File: src/design/pct_ram.sv
// generic single-port ram with registered read
// no dependencies
module pct_ram #(
  parameter int WIDTH = 16,
  parameter int DEPTH = 256
) (
  input  logic                     clk,
  input  logic                     we,
  input  logic [$clog2(DEPTH)-1:0] addr,
  input  logic [WIDTH-1:0]         wdata,
  output logic [WIDTH-1:0]         rdata
);
  logic [WIDTH-1:0] mem [DEPTH];
  always_ff @(posedge clk) begin
    if (we) begin
      mem[addr] <= wdata;
    end
    rdata <= mem[addr];
  end
endmodule

File: config.mk
export PLATFORM = sky130hd
export DESIGN_NAME = pct_ram
export DESIGN_NICKNAME = d
export VERILOG_FILES = /design/src/design/pct_ram.sv
export SDC_FILE = /design/constraint.sdc
export NUM_CORES = 2
export LEC_CHECK = 0
export ABC_CLOCK_PERIOD_IN_PS = 8400
export BUFFER_PORTS_ARGS = -buffer_cell sky130_fd_sc_hd__buf_2
export CORE_ASPECT_RATIO = 1.5
export CORE_MARGIN = 4
export CORE_UTILIZATION = 65
export DETAILED_ROUTE_END_ITERATION = 8
export HOLD_SLACK_MARGIN = 0.1
export MAX_ROUTING_LAYER = met4
export PLACE_DENSITY = 0.79
export SLEW_MARGIN = 20
export SYNTH_ARGS = -nofsm -noshare
export SYNTH_HDL_FRONTEND = slang
export SYNTH_SLANG_ARGS = --single-unit
File: constraint.sdc
create_clock -name clk -period 8.4 [get_ports clk]
set_input_delay 0.42 -clock clk [delete_from_list [all_inputs] [get_ports clk]]
set_output_delay 0.42 -clock clk [all_outputs]
set_load 0.02 [all_outputs]
==> metrics.txt <==
status=finished clean; number of CTS-inserted buffers=356; antenna violations before repair=29; area of the mapped netlist=155000 µm²; total track usage=0.368; final instance area=173000 µm²; P&R area growth vs syn=11.5%; register area share after synthesis=0.794; IO Pins=42; Tightest Pin Transition=1.27 ns; pre-CTS WS=3.37 ns; Hold Vio Cnt, Final=0; YS warnings=0; TritonCTS Sinks=4112; fin worst setup slack=3.97 ns; Fin Hold WS=0.153 ns; pins over their slew limit=0; final wirelength=438000 µm; vias post-DR=79400; critical path peak fanout=61; Post-DP HPWL=233000 µm; crit path DAT=5.19 ns; crit end category=flip-flop; leak pwr=53.3 nW; clk buf depth=4; # setup viols final=0; 1st-pass router iterations=6; CP Launch Type=primary input; Syn Inst Count=6727; Tmin final=4.43 ns; worst ir drop on vdd=0.189 mV; global-route wire length before repair=618000 µm; Die W=407 µm; full die area=247000 µm²; crit share post-route=0.528; Detail Route Antenna Nets=0; filler cell count=11900; DR iter-0 viols=15200; CP Data Required Time=9.15 ns; RSZ-0062 raised after global routing=false; share of cells above drive strength 1=0.282; Post-CTS Setup Bufs=0; FMAX=226 MHz; Main synth FF type=edfxtp_1; PD cells=238 nW/µm²; number of synthesized register bits=4112; post-synthesis cell type count=22; I/O Buffers=41; Final nets=7104; # rows=219; DRC violations left=0; Final GP Congestion=0.897; Initial Util=0.654; gr ovfl total=0; # Max-Cap Violations=0; number of synthesized flops with an enable pin=4096; average size of a mapped cell=23.1 µm²; CTS root buf=clkbuf_16; Fin Setup TNS=0 ns; async set-reset flop share out of synthesis=0; drt wl/cell=41.8 µm; CP Class=in2reg; Core ar.=238000 µm²; DIE HEIGHT=607 µm; clock tree from TritonCTS=built; clk_skew=0.0943 ns; CTS H-tree lvls=5; syn nets=6753; vias per cell=7.58; largest net degree at the start of global routing=154; final instance count without filler cells=10500; vias in the first global route=80500; Area after DPL=161000 µm²; CTS clk-pin slew, worst paths=0.06 ns; number of cells after detailed placement=9797; HP Class=in2reg; clk_lat worst skew=0.94 ns; slew margin rel.=0.143
==> worst max-delay path: stages <==
cell     delay, ns
buf_8         0.46
buf_4         0.92
buf_4         0.65
mux4_2        0.42
a22oi_1       0.54
a21oi_1       0.18
o41ai_1       1.04
buf_4         0.26
nand4_1       0.11
==> cells by family after synthesis <==
group                  after synthesis  share of synthesized area
AOI/OAI and AO/OA                  832                     0.0366
buffers and inverters              421                     0.0124
DFF                               4112                      0.794
muxes                             1024                      0.148
and+or+nand+nor                    338                    0.00907
==> Yosys cell counts (16+ instances only) <==
cell,number,share of area
a21oi_1,256,0.0082
a22oi_1,512,0.025
buf_1,54,0.0013
buf_2,76,0.0024
buf_4,16,0.00077
buf_6,25,0.0018
clkbuf_1,249,0.0060
dfxtp_1,16,0.0021
edfxtp_1,4096,0.79
mux4_2,1024,0.15
nand2_1,28,0.00068
nand4_1,16,0.00064
nor2_1,232,0.0056
nor3_1,30,0.00097
o41ai_1,64,0.0036
==> path summary, 6_finish.rpt <==
check | cells past startpoint | end | start | slack, ns
worst min register to register | 5 | rdata[5] | mem[82][5] | 1.08
worst min-delay path | 1 | mem[18][0] | wdata[0] | 0.15
worst max register to register | 5 | rdata[12] | mem[108][12] | 4.98
worst max-delay path | 9 | rdata[14] | addr[1] | 3.97
==> metrics by stage <==
step                utilization  power (W)
finish                    0.729     0.0411
global route              0.729     0.0421
CTS                       0.728     0.0411
detailed placement        0.680     0.0250
global placement          0.679     0.0249
floorplan                     -     0.0241
==> area by class of cell <==
cell class,instances,area [µm²],share of cell area
clock buffer,417,9270,0.0535
multi-input combinational,2194,31000,0.179
timing repair buffer,413,3540,0.0205
inverter,1,3.75,0.0000217
antenna,27,67.6,0.000390
clock inverter,219,2170,0.0125
tap,3094,3870,0.0223
sequential,4112,123000,0.712
==> flip-flops by register name, indices dropped and copies added (netlist names) <==
register / cells
mem: 4096
rdata: 16
==> repair_timing <==
| action | CTS | global route |
|---|---|---|
| endpoints found under the hold margin | 619 | 0 |
| hold buffers | 13 | 0 |
| resized for setup | 0 | 0 |
==> where the power goes <==
part	leakage (nW)	switching [W]	internal [W]
sequential	36.9	0.0000491	0.0226
combinational	10.7	0.00134	0.000634
clock	5.59	0.00742	0.00910
==> cells in the final DEF, fill, tap and decap left out, types with 7 or more instances in the layout <==
| master | count |
|---|---|
| nand3_2 | 8 |
| dlygate4sd3_1 | 13 |
| o41ai_1 | 17 |
| nor3_4 | 11 |
| nor2_2 | 31 |
| buf_2 | 26 |
| nor3_2 | 19 |
| nand4_1 | 16 |
| diode_2 | 27 |
| clkbuf_16 | 362 |
| mux4_2 | 1024 |
| bufinv_16 | 38 |
| a22oi_1 | 512 |
| clkinv_1 | 70 |
| dfxtp_1 | 16 |
| nor2_1 | 194 |
| nand2_1 | 23 |
| clkbuf_1 | 55 |
| buf_12 | 21 |
| nor2_4 | 7 |
| clkinv_2 | 75 |
| edfxtp_1 | 4096 |
| clkinvlp_4 | 15 |
| o41ai_2 | 45 |
| buf_8 | 17 |
| a21oi_1 | 255 |
| inv_6 | 8 |
| buf_4 | 327 |
==> layer usage <==
layer | part of all wire | routed length [µm] | vias up | global-route usage
li1 | - | - | 29700 | -
met1 | 0.30 | 129000 | 40500 | 0.437
met2 | 0.48 | 212000 | 7483 | 0.566
met3 | 0.13 | 55800 | 1693 | 0.0873
met4 | 0.092 | 40100 | 0 | 0.255
met5 | 0 | 0 | - | -
No activity file was read; power rests on OpenSTA's default activity.
